$ cat src/rtl/pba_pkg.sv
package pba_pkg;

   localparam int MAX_PAGES  = 4096;
   localparam int WORD_BITS  = 64;
   localparam int MAX_RUN    = 16;
   localparam int WORD_COUNT = MAX_PAGES / WORD_BITS;
   localparam int WORD_AW    = $clog2(WORD_COUNT);
   localparam int BIT_AW     = $clog2(WORD_BITS);
   localparam int SHIFT_W    = BIT_AW + 1;
   localparam int WIN_W      = MAX_RUN;
   localparam int PAGE_SHIFT = 12;
   localparam int ADDR_W     = 52;
   localparam int COUNT_W    = 13;
   localparam int INDEX_W    = 12;
   localparam int RUN_W      = 5;
   localparam int OP_W       = 2;

   typedef enum logic [OP_W-1:0] {
      OP_ALLOC   = 2'd0,
      OP_RELEASE = 2'd1,
      OP_CLEAR   = 2'd2
   } op_type;

   typedef enum logic [0:0] {
      CSR_PAGE_COUNT   = 1'b0,
      CSR_BASE_ADDRESS = 1'b1
   } csr_type;

   typedef enum logic [2:0] {
      ST_IDLE,
      ST_SCAN,
      ST_MARK_CUR,
      ST_MARK_PREV,
      ST_RELEASE,
      ST_FINISH
   } state_type;

   typedef struct packed {
      logic start;
      logic clear_map;
      logic scan_step;
      logic mark_cur;
      logic mark_prev;
      logic release_wr;
      logic set_ok;
      logic load_rsp;
   } cmd_type;

   typedef struct packed {
      logic            set_up;
      logic [OP_W-1:0] op;
      logic            run_ok;
      logic            idx_ok;
      logic            hit;
      logic            at_last;
      logic            spans;
      logic            rsp_free;
   } status_type;

endpackage

$ cat src/rtl/pba_ctrl.sv
module pba_ctrl
   import pba_pkg::*;
(
   input  logic       clock,
   input  logic       reset,
   input  logic       req_tvalid,
   output logic       req_tready,
   input  status_type status,
   output cmd_type    cmd
);

   state_type state_ff;
   state_type state_in;

   always_ff @(posedge clock) begin
      if (reset) begin
         state_ff <= ST_IDLE;
      end else begin
         state_ff <= state_in;
      end
   end

   always_comb begin
      state_in   = state_ff;
      cmd        = '0;
      req_tready = 1'b0;
      case (state_ff)
         ST_IDLE: begin
            req_tready = 1'b1;
            if (req_tvalid) begin
               cmd.start = 1'b1;
               state_in  = ST_FINISH;
               if (status.set_up) begin
                  case (status.op)
                     OP_ALLOC: begin
                        if (status.run_ok) begin
                           state_in = ST_SCAN;
                        end
                     end
                     OP_RELEASE: begin
                        if (status.idx_ok) begin
                           state_in = ST_RELEASE;
                        end
                     end
                     OP_CLEAR: begin
                        cmd.clear_map = 1'b1;
                        cmd.set_ok    = 1'b1;
                     end
                     default: begin
                        state_in = ST_FINISH;
                     end
                  endcase
               end
            end
         end
         ST_SCAN: begin
            cmd.scan_step = 1'b1;
            if (status.hit) begin
               state_in = ST_MARK_CUR;
            end else if (status.at_last) begin
               state_in = ST_FINISH;
            end
         end
         ST_MARK_CUR: begin
            cmd.mark_cur = 1'b1;
            cmd.set_ok   = 1'b1;
            state_in     = status.spans ? ST_MARK_PREV : ST_FINISH;
         end
         ST_MARK_PREV: begin
            cmd.mark_prev = 1'b1;
            state_in      = ST_FINISH;
         end
         ST_RELEASE: begin
            cmd.release_wr = 1'b1;
            cmd.set_ok     = 1'b1;
            state_in       = ST_FINISH;
         end
         ST_FINISH: begin
            if (status.rsp_free) begin
               cmd.load_rsp = 1'b1;
               state_in     = ST_IDLE;
            end
         end
         default: begin
            state_in = ST_IDLE;
         end
      endcase
   end

   a_prev_after_cur: assert property (@(posedge clock) disable iff (reset)
      state_ff == ST_MARK_PREV |-> $past(state_ff) == ST_MARK_CUR)
      else $error("second word written without the first");

   a_scan_continues: assert property (@(posedge clock) disable iff (reset)
      (state_ff == ST_SCAN && !status.hit && !status.at_last) |=> state_ff == ST_SCAN)
      else $error("scan left before the last word");

   a_finish_done: assert property (@(posedge clock) disable iff (reset)
      (state_ff == ST_FINISH && status.rsp_free) |=> state_ff == ST_IDLE)
      else $error("result slot free but controller did not return to idle");

endmodule

$ cat config.mk
export PLATFORM = sky130hd
export DESIGN_NAME = pba_ctrl
export DESIGN_NICKNAME = d
export VERILOG_FILES = /design/src/rtl/pba_pkg.sv /design/src/rtl/pba_ctrl.sv
export SDC_FILE = /design/constraint.sdc
export NUM_CORES = 1
export LEC_CHECK = 0
export ABC_AREA = 0
export BUFFER_PORTS_ARGS = -buffer_cell sky130_fd_sc_hd__buf_2
export CORE_AREA = 2 2 39 41
export DETAILED_ROUTE_END_ITERATION = 7
export DIE_AREA = 0 0 41 43
export GPL_TIMING_DRIVEN = 0
export MAX_ROUTING_LAYER = met4
export PLACE_DENSITY_LB_ADDON = 0.1
export SETUP_SLACK_MARGIN = 0.02
export SYNTH_ARGS = -nofsm -noshare
export SYNTH_HDL_FRONTEND = slang
export SYNTH_SLANG_ARGS = --single-unit
$ cat constraint.sdc
create_clock -name clock -period 2.15 [get_ports clock]
set_input_delay 0.215 -clock clock [delete_from_list [all_inputs] [get_ports clock]]
set_output_delay 0.215 -clock clock [all_outputs]
set_load 0.005 [all_outputs]
---- Yosys cells after proc, flatten, opt, wreduce, memory -nomap -nowiden ----
Index checks and enable logic that the tools add are counted.
storage, ports and cells
  input bits .............................. 12
  logic and storage cells ................. 39
  register bits ........................... 3
operators by class
  mux-type cells .......................... 23
  reduce and logical (&&, ||, !) cells .... 5
  eq/ne operators ......................... 10
operators by type and width
  cell                count
  $mux 3              7
  $pmux 3 s5          1
  $mux 1              11
  $eq 3x2->1 const B  2
  $eq 3x3->1 const B  2
  $pmux 3 s2          1
  $mux 2              2
  $ne 2x2->1 const B  2
  $reduce_or 2->1     2
  $eq 3x1->1 const B  1
  $logic_not 3->1     1
  $ne 3x3->1 const B  1
  $reduce_and 3->1    1
  $eq 2x1->1 const B  1
  $eq 2x2->1 const B  1
  $logic_not 2->1     1
  $pmux 1 s2          1

---- Depth between registers and ports, before layout ----
Gate-level depths: netlist (run 1).
  depth after elaboration ................. 5
  mapped depth ............................ 5
  gate-level depth less buffers ........... 4

---- Least setup slack after synthesis (run 1) ----
No wires, ideal clock.
  kind .................................... flip-flop to flip-flop
  from .................................... reg state_ff[1]
  to ...................................... reg state_ff[2]
  slack ................................... 1.053 ns
  library setup time ...................... 0.115 ns
  data required time ...................... 2.035 ns
  clock period less this slack ............ 1.097 ns
  data arrival time ....................... 0.981 ns
  cell stages (with the launch flop) ...... 5
  cells stage by stage .................... dfxtp_1 > buf_6 > nor4_2 > nor3_2 > a31o_1
between the ends
  cells in the longest elaborated chain, start to end .. 3
ends and longest elaborated chain
  element                                                RTL line        text
  from (decl)                                            pba_ctrl.sv:12  state_type state_ff;
  from (signal assigned)                                 pba_ctrl.sv:19  state_ff <= state_in;
  $eq 3x3->1 (tied with other cells)                     pba_ctrl.sv:27  case (state_ff)
  $reduce_or 2->1 (no line) (tied with other cells)      --
  $pmux 3 s5 / $reduce_and 3->1 (equally long branches)  --
Parallel ways exist; a longest one is shown, timed or not.
A chain may end at the register's enable or synchronous reset.

==> run summary, run 1 <==
The logs give 0 for the quantity of hold-fixing buffers added after cts and 15.9% for the register area share after synthesis. In this run switching power makes up 40.7% of total power. Before antenna repair, the detailed router went through 2 iterations.

STA classifies the critical path startpoint as a register. For this design the total switching power over the nets is 0.000220 W. The launch point of the worst reg-to-reg path was state_ff[2]. The total DRC errors in the routed layout is 0. Walking the worst path, the cells encountered are buf_2 > buf_6 > nor4_1 > buf_2. Data on the critical path arrives at its endpoint at 1.27 ns. The port buffer count was 20; the number of different library cells in the post-synthesis netlist was 29. The largest registers in the layout are state_ff x3. For the cell-internal power, the log shows 0.000320 W.

The post-placement cell count is 83. Final RePlAce weighted congestion: 0.663. Yosys attributes the largest share of cell area to sky130_fd_sc_hd__dfxtp_1 16%, sky130_fd_sc_hd__buf_6 9.0%, sky130_fd_sc_hd__nor3_2 8.0%.

The run gives 1380 um2 as the core area. In this run the horizontal extent of the chip is 41 um. Setup repair after global routing left no endpoint under its margin. During synthesis, Yosys emitted a total of 0 warnings. The first global-routing pass estimated 1410 um of wire. The number of antenna violations at the first check in global routing came out at 0. The category of cells accounting for the largest share of critical-path delay is buffers and inverters. The number of buffers and inverters on the critical path is 3.

The number of fill cells came out at 162. Timing would allow up to 673 MHz. The total leakage power came out at 0.247 nW. The total die area is 1760 um2. CTS saw 3 sinks. The worst path in the final design needs a cycle of 1.49 ns, including I/O delays and setup.

The tools report the final hold violation count as 0. The setup check on the worst reg-to-reg path leaves a slack of 0.99 ns. At the worst endpoint, the required time is 1.93 ns.

Clock-pin slew was measured on the worst setup and hold paths at 0.04 ns. Gates resized during post-CTS repair numbered 0. The tools report the final-layout setup total negative slack as 0 ns. CTS root buffer: sky130_fd_sc_hd__clkbuf_4. Once the floorplan was initialized, standard cells occupied 27.2% of the core.

Cell type with the highest aggregate area in the netlist: sky130_fd_sc_hd__dfxtp_1. For the final database, setup skew stands at 0.00225 ns. The worst hold path begins at reset.

The commonest non-fill, non-tap cell in the layout is sky130_fd_sc_hd__buf_2. The buffer levels on the longest clock path is 2. The run gives 15.5% as the power share of the sequential group. Using the TritonRoute via totals, the vias-per-cell ratio works out to 4.82. The via count of the first global-routing pass was 355.

Compared with the post-synthesis result, the final layout area differs by 38.9%. The top fanout value on the critical path works out to 10. TritonCTS built the clock tree. The layout cell share with drive strength beyond 1 is 49.3%. The run gives 0 as the total setup buffers inserted after CTS. In this run the worst hold path is classified as input pin to register. The final hold slack was 0.186 ns; the mapped cell area was 377 um2.

The number of pins exceeding their max-slew limit in the final report came out at 0. Detailed placement finished with a half-perimeter wire length of 721 um. For this run, the post-layout net count is 84. Entering global routing, the biggest net connects 11 pins. Level count of the clock H-tree: 1. Global routing finished with a remaining overflow of 0. The startpoint of the most critical setup path is state_ff[2].

The tools report the synthesized instance count as 47. The tools report the clock network fraction of design power as 18.8%. Measured against its own limit, the worst slew margin works out to 84.4%. On the worst path, the slowest cell contributes a delay of 0.29 ns. The number of nets produced by synthesis is 59.

The type of the worst setup path is register to output port. The total power per unit cell area is 1030 nW/um2. The final setup violation count is 0.

The post-synthesis register bit count was 3; the number of buffers created by CTS was 3. The total via count in the routed design came out at 419. The transition at the pin with the smallest max-transition slack was 0.232 ns; the antenna cell count was 0.

Global routing used 11.9% of the available tracks across all layers. Counting stages on the worst path, the most repeated cell is sky130_fd_sc_hd__buf_2. The final critical path takes up 69.1% of the cycle. The flow ran to the end, and the final reports show no timing, DRC or antenna violations. The logs give 0 for the antenna violation net count after detailed routing and 0 for the total of max-cap violations. The number of violations reported at the end of detailed-routing iteration 0 came out at 3. The final cell count without fillers is 87.

The register with the most flip-flops in the layout has 3 of them. After detailed routing, the average wire length per cell comes to 10.6 um. Critical path capture point type: an output port. The average instance in the mapped netlist occupies 8.01 um2. The vertical die dimension was 43 um; the clock latency reported for the late side of the worst-skew pair was 0.24 ns. After detailed routing, the total wire length is 923 um. The run gives 65.7% as the combinational group share of total power. The critical path's slowest cell was sky130_fd_sc_hd__dfxtp_1. The library cells used most frequently in the layout, excluding fill and tap cells, are 21 x sky130_fd_sc_hd__buf_2, 4 x sky130_fd_sc_hd__nor2b_1, 4 x sky130_fd_sc_hd__nor2_1. The I/O pin total was 21; the top-area cell type share of the netlist area was 15.9%. Cell row count: 14. VDD sags by at most 0.000433 V. The register with the most flip-flops in the final layout is state_ff.
power groups by stage:
stage                     registers [W]  logic (W)  clock network (W)
after global placement        0.0000838   0.000364                  0
final                         0.0000836   0.000355           0.000101
after floorplan               0.0000821   0.000261                  0
after CTS                     0.0000839   0.000361           0.000107
after global routing          0.0000874   0.000397           0.000112
after detailed placement      0.0000839   0.000360                  0
cells in the mapped netlist, drive strengths merged:
cell,count
a21o,1
a22oi,1
dfxtp,3
a21oi,4
nand4,1
nor2,4
nand3,2
o211ai,1
inv,2
nor2b,4
nand2b,1
a31o,1
nor3,5
o2bb2ai,1
and2b,2
nor4,2
nor4b,1
and2,2
buf,4
o21a,1
nor3b,1
o21ai,1
and3,1
nand2,1
per-layer routing:
layer	wire [um]	track usage [%]
met4	0	2.00
met1	415	16.2
met2	443	16.6
met5	0	-
met3	63	4.71
final cells by class:
type | count | area [um2] | share of cell area, %
clock buffer | 4 | 26.3 | 5.02
multi-input combinational | 38 | 270 | 51.7
sequential | 3 | 60.1 | 11.5
buffer | 4 | 38.8 | 7.42
timing repair buffer | 20 | 100 | 19.1
inverter | 2 | 7.51 | 1.44
tap | 16 | 20.0 | 3.83
worst paths after layout:
check / end / cells after the start
worst max-delay path: cmd[6] / 4
worst min-delay path: state_ff[0] / 2
worst max register to register: state_ff[0] / 5
worst min register to register: state_ff[0] / 3
kinds of logic after synthesis:
group           share of synthesized area, %
flops                                   15.9
simple gates                            50.5
buf+inv                                 12.3
compound gates                          21.3
worst register-to-register path: stages (launching register included):
cell and delay, ns:
sky130_fd_sc_hd__dfxtp_1 0.29, sky130_fd_sc_hd__buf_2 0.17, sky130_fd_sc_hd__buf_6 0.16, sky130_fd_sc_hd__nor3_1 0.21, sky130_fd_sc_hd__o21ai_0 0.13, sky130_fd_sc_hd__a21oi_2 0.14
through the flow:
stage / cell area (um2) / setup WS, ns / power, W / util [%]
finish: 523 / 0.664 / 0.000540 / 37.8
global route: 523 / 0.596 / 0.000596 / 37.8
CTS: 523 / 0.647 / 0.000552 / 37.8
detailed placement: 497 / 0.913 / 0.000444 / 35.9
global placement: 497 / 0.936 / 0.000448 / 35.9
floorplan: 377 / 1.05 / 0.000343 / -
(Power assumes the default switching activity.)
==> run 2: changes to the inputs <==
--- a/config.mk
+++ b/config.mk
@@ -5,7 +5,7 @@
 export SDC_FILE = /design/constraint.sdc
 export NUM_CORES = 1
 export LEC_CHECK = 0
-export ABC_AREA = 0
+export ABC_AREA = 1
 export BUFFER_PORTS_ARGS = -buffer_cell sky130_fd_sc_hd__buf_2
 export CORE_AREA = 2 2 39 41
 export DETAILED_ROUTE_END_ITERATION = 7
==> constraint.sdc (replaced) <==
create_clock -name clock -period 1.47 [get_ports clock]
set_input_delay 0.147 -clock clock [delete_from_list [all_inputs] [get_ports clock]]
set_output_delay 0.147 -clock clock [all_outputs]
set_load 0.005 [all_outputs]
==> run 2 against run 1 <==
Compared with the run above:
- synthesized cell count is 19% higher
- register-to-register slack worse by 0.65 ns
- highest routed layer is now met4
- largest power group unchanged
- critical endpoint is now cmd[1]
- sequential share of layout area increased by 1.9 points
- clock skew about the same
- wire length is 11% lower
- count of clock-buffer cells in the layout did not move
==> run summary, run 2 <==
The run finished with clean final reports. The count of TritonRoute iterations in the first routing pass was 2. By area the synthesized netlist is led by sky130_fd_sc_hd__dfxtp_1 20%, sky130_fd_sc_hd__inv_1 15%, sky130_fd_sc_hd__nand2_1 13%.

Path category of the worst min-delay check: input pin to register. Routability-driven placement finished with a final weighted congestion of 0.668. Using the TritonRoute via totals, the vias-per-cell ratio works out to 4.27.

Fill cells in the final layout number 174. The logs give 0.0937 ns for the final hold slack and 308 um2 for the mapped cell area. Of all nets on the critical path, the largest fanout is 5. Setup repair after global routing left no endpoint under its margin. Headroom to the max-slew limit came out at 87.2%.

For the wire length of the first global-routing pass, the log shows 1370 um. Among all flip-flop cells after synthesis, the most frequent one is sky130_fd_sc_hd__dfxtp_1. The register with the most flip-flops in the layout has 3 of them.

21 I/O pins were placed. In this run, synthesis inferred 0 flip-flops with an integrated enable. The number of pins exceeding their max-slew limit in the final report was 0. During placement, the flow inserted port buffers numbering 20. TritonCTS built the clock tree.

The first routing iteration left 3 violations. The CTS root buffer is sky130_fd_sc_hd__clkbuf_4. For this run, the share of the core covered by cells in the final layout is 33.7%. In the global route stage, overall resource usage came out at 11.8%.

The setup path with the least slack is of type register to output port. The worst stage delay on the critical path was 0.34 ns; the layout cell share with drive strength beyond 1 was 43.2%. The die is 41 um wide.

Global routing used 18.8% of the available met2 tracks. The run gives 22.2% as the effective utilization at floorplan. The tools report the final-layout setup total negative slack as 0 ns.

The number of antenna diodes in the final layout is 0. The worst path uses 91.2% of the clock period. The worst setup path is captured at an output port. During synthesis, Yosys emitted a total of 0 warnings. The run gives 0.000672 V as the highest ir drop seen on vdd. The run gives 414 as the total via count in the routed design. The synthesized instance count is 56, and the area used by multi-input combinational logic is 198 um2. For the endpoint required time on the critical path, the log shows 1.32 ns.

Relative to the synthesized area, the layout overhead comes to 51.6%. The register cell area after layout is 62.6 um2, and the final hold violation count is 0. At the later pin of the worst-skew pair, clock insertion delay measures 0.23 ns.

The number of antenna violations at the first check in global routing was 0. Based on the critical path, the design can be clocked at up to 746 MHz. The post-placement cell count was 92. The run gives 1 as the level count of the clock H-tree. The critical path buffer and inverter count works out to 1.

The logs give 0 for the total DRC errors in the routed layout and 97 for the final cell count without fillers. The kind of cell with the highest combined delay along the critical path is simple AND/OR/NAND/NOR gates. Setup violations remaining at the end of the flow were counted as 0. Among the stages of the critical path, the cell type that occurs most often is sky130_fd_sc_hd__nor2_2. The total of max-cap violations is 0.

On the critical path, the stage with the largest delay is an instance of sky130_fd_sc_hd__dfxtp_2. When the netlist entered floorplanning its net count stood at 68. The total leakage power is 0.303 nW, and the number of different library cells in the post-synthesis netlist is 15. In the layout the commonest cells are 20 x sky130_fd_sc_hd__buf_2, 12 x sky130_fd_sc_hd__inv_1, 11 x sky130_fd_sc_hd__nand2_1, 6 x sky130_fd_sc_hd__nor2_1. The cell row count is 14, and the via count of the first global-routing pass is 370.

The transition at the pin with the smallest max-transition slack is 0.190 ns, and the vertical die dimension is 43 um. Sequential elements use 19.5% of the synthesized area. The library cell used most frequently in the layout, excluding fill and tap cells, is sky130_fd_sc_hd__buf_2.

The global routing stage identified its most utilized layer as met2. The tools report the arrival time of data at the critical path endpoint as 1.19 ns. Yosys instantiated no cell more often than sky130_fd_sc_hd__inv_1. STA classifies the critical path startpoint as a register. The cell type with the highest aggregate area in the netlist is sky130_fd_sc_hd__dfxtp_1.

The core area is 1380 um2, and the half-perimeter wire length after detailed placement is 692 um. The total power per unit cell area was 1770 nW/um2; the total power was 0.000825 W. The number of buffers created by CTS is 3, and the post-synthesis register bit count is 3. The final critical-path required period was 1.34 ns. Walking the worst path, the cells encountered are nor2_2 > nand2_2 > nor2_2 > nand4_1 > nand3_1 > buf_2. The largest registers in the layout are state_ff x3.

The tools report the setup clock skew after layout as 0.00177 ns. For the total die area, the log shows 1760 um2. In the global route stage, met1 resource usage came out at 11.8%. Counting flops with an async set or reset pin after synthesis yields a share of 0%. CTS saw 3 sinks.

Overall routed net length: 822 um. The register name with the most flops is state_ff. The top-area cell type share of the netlist area was 19.5%; the global-route met3 utilization was 4.71%. In this run the mean area of a mapped cell was 5.50 um2.

Entering global routing, the biggest net connects 8 pins. The wire length per cell after detailed routing is 8.47 um, and the buffer levels on the longest clock path is 2. The clock transition at the registers of the reported paths was 0.04 ns; the final global-route overflow total was 0. The net count of the finished layout is 94. By count the netlist is led by 12 x sky130_fd_sc_hd__inv_1, 11 x sky130_fd_sc_hd__nand2_1, 7 x sky130_fd_sc_hd__nor2_1. For the antenna violation net count after detailed routing, the log shows 0.
## run 2: cell count changes in the layout (fill, tap and decap cells not counted), moves of 3 or more
cell                      delta
sky130_fd_sc_hd__buf_6       -3
sky130_fd_sc_hd__inv_1      +11
sky130_fd_sc_hd__nand2_1    +10
sky130_fd_sc_hd__nand4_1     +3
sky130_fd_sc_hd__nor2_2      +4
sky130_fd_sc_hd__nor2b_1     -4
sky130_fd_sc_hd__nor3_2      -3
## run 2: logic make-up after synthesis
logic type	after synthesis	share of synthesized area, %
DFF	3	19.5
AOI/OAI and AO/OA	5	8.13
buffers and inverters	14	17.1
and+or+nand+nor	34	55.3
## run 2: final cells by class
cell class	count	area share (%)
multi-input cells	39	42.4
flip-flops and latches	3	13.4
well taps	16	4.29
clock buffers	4	5.63
repair buffers	21	23.1
inverters	14	11.3
## run 2: final timing paths
kind / from / end / slack (ns) / cells past startpoint
min: reset / state_ff[0] / 0.09 / 2
max reg2reg: state_ff[0] / state_ff[2] / 0.34 / 8
max: state_ff[1] / cmd[1] / 0.13 / 6
min reg2reg: state_ff[0] / state_ff[0] / 0.53 / 2
## run 2: report_power, final
part           leakage (nW)  total [W]  switching, W  internal, W
clock network        0.0150   0.000145     0.0000436     0.000102
registers            0.0255   0.000167     0.0000471     0.000120
logic                 0.263   0.000513      0.000292     0.000220
total                 0.303   0.000825      0.000383     0.000442
## run 2: worst register-to-register path, stage by stage (launching register included)
cell and delay [ns]:
sky130_fd_sc_hd__dfxtp_2 0.38, sky130_fd_sc_hd__nor2_2 0.06, sky130_fd_sc_hd__buf_4 0.13, sky130_fd_sc_hd__nand2_1 0.11, sky130_fd_sc_hd__nand2_1 0.07, sky130_fd_sc_hd__nor2_1 0.10, sky130_fd_sc_hd__nand2_1 0.06, sky130_fd_sc_hd__nand2_1 0.06
sky130_fd_sc_hd__a21oi_1 0.05
## run 2: timing repair
item / CTS / global route
setup buffers: 1 / 0
gates resized for setup: 0 / 3
hold buffers: 0 / 0
endpoints found under the setup margin: 1 / 2
pin swaps: 1 / 1
## run 2: layer usage
metal | vias up | share of wire [%]
met3 | 2 | 9.7
met2 | 16 | 46
met1 | 171 | 42
met5 | - | 0
met4 | 0 | 1.7
li1 | 225 | -
## run 2: per-stage QoR
stage / cell area, um2 / setup WS, ns
6_report: 467 / 0.130
5_1_grt: 467 / 0.0221
4_1_cts: 462 / 0.0237
3_5_place_dp: 428 / 0.264
3_3_place_gp: 428 / 0.258
2_1_floorplan: 308 / 0.413
==> run 3: changes to the inputs <==
--- a/config.mk
+++ b/config.mk
@@ -8,12 +8,14 @@
 export ABC_AREA = 1
 export BUFFER_PORTS_ARGS = -buffer_cell sky130_fd_sc_hd__buf_2
 export CORE_AREA = 2 2 39 41
+export CTS_BUF_LIST = sky130_fd_sc_hd__clkbuf_2 sky130_fd_sc_hd__clkbuf_4 sky130_fd_sc_hd__clkbuf_8
 export DETAILED_ROUTE_END_ITERATION = 7
 export DIE_AREA = 0 0 41 43
 export GPL_TIMING_DRIVEN = 0
 export MAX_ROUTING_LAYER = met4
 export PLACE_DENSITY_LB_ADDON = 0.1
 export SETUP_SLACK_MARGIN = 0.02
+export SKIP_CTS_REPAIR_TIMING = 1
 export SYNTH_ARGS = -nofsm -noshare
 export SYNTH_HDL_FRONTEND = slang
 export SYNTH_SLANG_ARGS = --single-unit
==> run 3 against run 2 <==
Compared with the run above:
- core utilization increased by 0.090 points
- worst setup slack better by 0.015 ns
- count of clock-buffer cells in the layout did not move
- global-route usage down 0.62 points
- combinational power fell by 3%
- first-iteration DRC count is the same
- clock power grew 11%
- sequential power grew 3%
- via count decreased by 1.7%
- final cell count fell by 1.0%
- sequential share of layout area barely moved
- non-clock buffer count down 1
- largest cell class unchanged
==> run summary, run 3 (synthesis results as in run 2) <==
The clock latency reported for the late side of the worst-skew pair is 0.23 ns, and the final critical-path required period is 1.32 ns. Combinational logic is responsible for 59.9% of the overall power. Tracing the worst setup path back leads to its startpoint at state_ff[0]. The tools report the power share of the sequential group as 20.7%.

Path category of the worst min-delay check: input pin to register. After the last flow step, the layout net total stands at 93. For hold timing, the worst endpoint is state_ff[0]. The final RePlAce weighted congestion was 0.668; the wire length per cell after detailed routing was 8.34 um.

The worst register-to-register path begins at state_ff[0]. For this configuration, the core starts out at a cell density of 22.2%. Measured along the x axis, the die boundary spans 41 um. The register with the most flip-flops in the layout has 3 of them. The total via count in the routed design came out at 407. The startpoint identified for the worst hold timing path is reset. The worst setup path is of the register to output port kind. For the headroom to the max-slew limit, the log shows 87.2%. The transition at the pin with the smallest max-transition slack came out at 0.190 ns.

For the final cell count without fillers, the log shows 96. The library cells used most frequently in the layout, excluding fill and tap cells, are 20 x sky130_fd_sc_hd__buf_2, 12 x sky130_fd_sc_hd__inv_1, 11 x sky130_fd_sc_hd__nand2_1, 6 x sky130_fd_sc_hd__nor2_1. The register name with the most flops was state_ff. The final layout contains routed wiring with a total length of 801 um. STA classifies the critical path endpoint as an output port. The proportion of total power due to net switching was 45.8%. The layout overhead on the synthesized area came out at 52.0%. The floorplan step set the die height to 43 um.

The net switching power is 0.000380 W. The cell-internal power came out at 0.000451 W. The ratio of routed vias to standard cells is 4.24, and the post-placement cell count is 92.

The region available for standard cell placement spans 1380 um2. In this run the critical register-to-register path is captured at state_ff[2]. On the final layout, the worst hold slack is 0.0976 ns. The root buffer cell chosen for the clock tree is sky130_fd_sc_hd__clkbuf_4.

Setup violations remaining at the end of the flow were counted as 0. In the final layout, the share of cells above drive strength 1 is 43.8%. The library cell used most frequently in the layout, excluding fill and tap cells, is sky130_fd_sc_hd__buf_2. The arrival time of data at the critical path endpoint came out at 1.18 ns. The tools report the level count of the clock H-tree as 1.

The run finished with clean final reports. In this run, the clock network consumes 19.4% of the power. Adding up every negative setup slack in the final design gives 0 ns.

The number of clock buffers added by TritonCTS is 3. The antenna cell count came out at 0. In this run, the number of DRC markers left after iteration 0 of detailed routing was 3. The type of origin of the critical path was a register. The worst path uses 90.1% of the clock period. The maximum number of pins on one net before global-route repair is 8, and the top fanout value on the critical path is 7. The tools report the via count of the first global-routing pass as 362. After detailed routing, the number of remaining DRC violations is 0. Counting cells, the worst reg-to-reg path comes to 7.

The maximum clock rate was 755 MHz. Setup repair after global routing left no endpoint under its margin. The CTS sink count was 3; the port buffer count was 20.

The logs give 0.000763 V for the highest ir drop seen on vdd and 0 for the number of pins exceeding their max-slew limit in the final report. TritonCTS built the clock tree. The first TritonRoute pass finished after 2 iterations. Global routing used 11.2% of the available tracks across all layers. For the wire length of the first global-routing pass, the log shows 1320 um.

The setup clock skew after layout was 0.00233 ns. The run gives 0 as the number of antenna violations at the first check in global routing. The total die area came out at 1760 um2. Dividing total power by cell area gives a power density of 1780 nW/um2.

The run gives 0 as the final global-route overflow total. In the final layout, the registers with the most flip-flops are state_ff x3. Cell row count: 14.

In this run the remaining antenna-violating nets after routing total 0. The run gives 2 as the buffer levels on the longest clock path. In this run the static leakage power is 0.304 nW. 21 I/O pins were placed. The clock transition at the registers of the reported paths is 0.04 ns, and the endpoint required time on the critical path is 1.32 ns. Setup slack on the worst reg-to-reg path comes out at 0.45 ns.

The final hold violation count is 0. Detailed placement ended at an HPWL of 692 um. The tool flagged a number of max-cap violations equal to 0.

The number of stages on the worst hold path came out at 2.
[run 3: changes by cell type in the layout (fill, tap and decap cells not counted), sizes merged]
| cell | change |
|---|---|
| buf | -1 |
[run 3: power groups by stage]
stage               combinational (W)  sequential [W]  clock (W)
finish                       0.000498        0.000172   0.000161
global route                 0.000575        0.000182   0.000179
CTS                          0.000494        0.000163   0.000168
detailed placement           0.000493        0.000164          0
global placement             0.000495        0.000168          0
floorplan                    0.000336        0.000155          0
[run 3: metrics by stage]
stage | cell area (um2) | setup slack [ns] | power, W | utilization [%]
floorplan | 308 | 0.413 | 0.000491 | -
CTS | 458 | 0.00994 | 0.000825 | 33.1
global route | 468 | 0.0312 | 0.000936 | 33.8
global placement | 428 | 0.258 | 0.000663 | 30.9
detailed placement | 428 | 0.264 | 0.000657 | 30.9
finish | 468 | 0.145 | 0.000831 | 33.8
[run 3: cell type report]
| class | instances | area, um2 |
|---|---|---|
| fillers | 175 | 916 |
| multi-input cells | 39 | 203 |
| repair buffers | 20 | 100 |
| flip-flops and latches | 3 | 62.6 |
| inverters | 14 | 52.6 |
| clock buffers | 4 | 30.0 |
| well taps | 16 | 20.0 |
[run 3: worst max-delay path, cell delays in order (launching register included)]
cell and delay (ns):
sky130_fd_sc_hd__dfxtp_2 0.35, sky130_fd_sc_hd__nor2_4 0.13, sky130_fd_sc_hd__nand2_2 0.08, sky130_fd_sc_hd__nor2_2 0.10, sky130_fd_sc_hd__nand4_1 0.10, sky130_fd_sc_hd__nand3_1 0.08
sky130_fd_sc_hd__buf_2 0.11
[run 3: worst max path at each step]
stage                     endpoint  slack [ns]  depth (start not counted)
final                       cmd[1]        0.15                          6
after global routing        cmd[1]        0.03                          6
after CTS                   cmd[1]        0.01                          6
after detailed placement    cmd[1]        0.26                          6
after global placement      cmd[1]        0.26                          6
after floorplan             cmd[1]        0.41                          5
[run 3: metal layers]
layer | up-vias | share of wire, % | global-route usage (%)
met5 | - | 0 | -
met4 | 0 | 0 | 4.00
met3 | 0 | 9.6 | 4.71
met2 | 14 | 47 | 18.1
met1 | 170 | 43 | 11.5
li1 | 223 | - | -
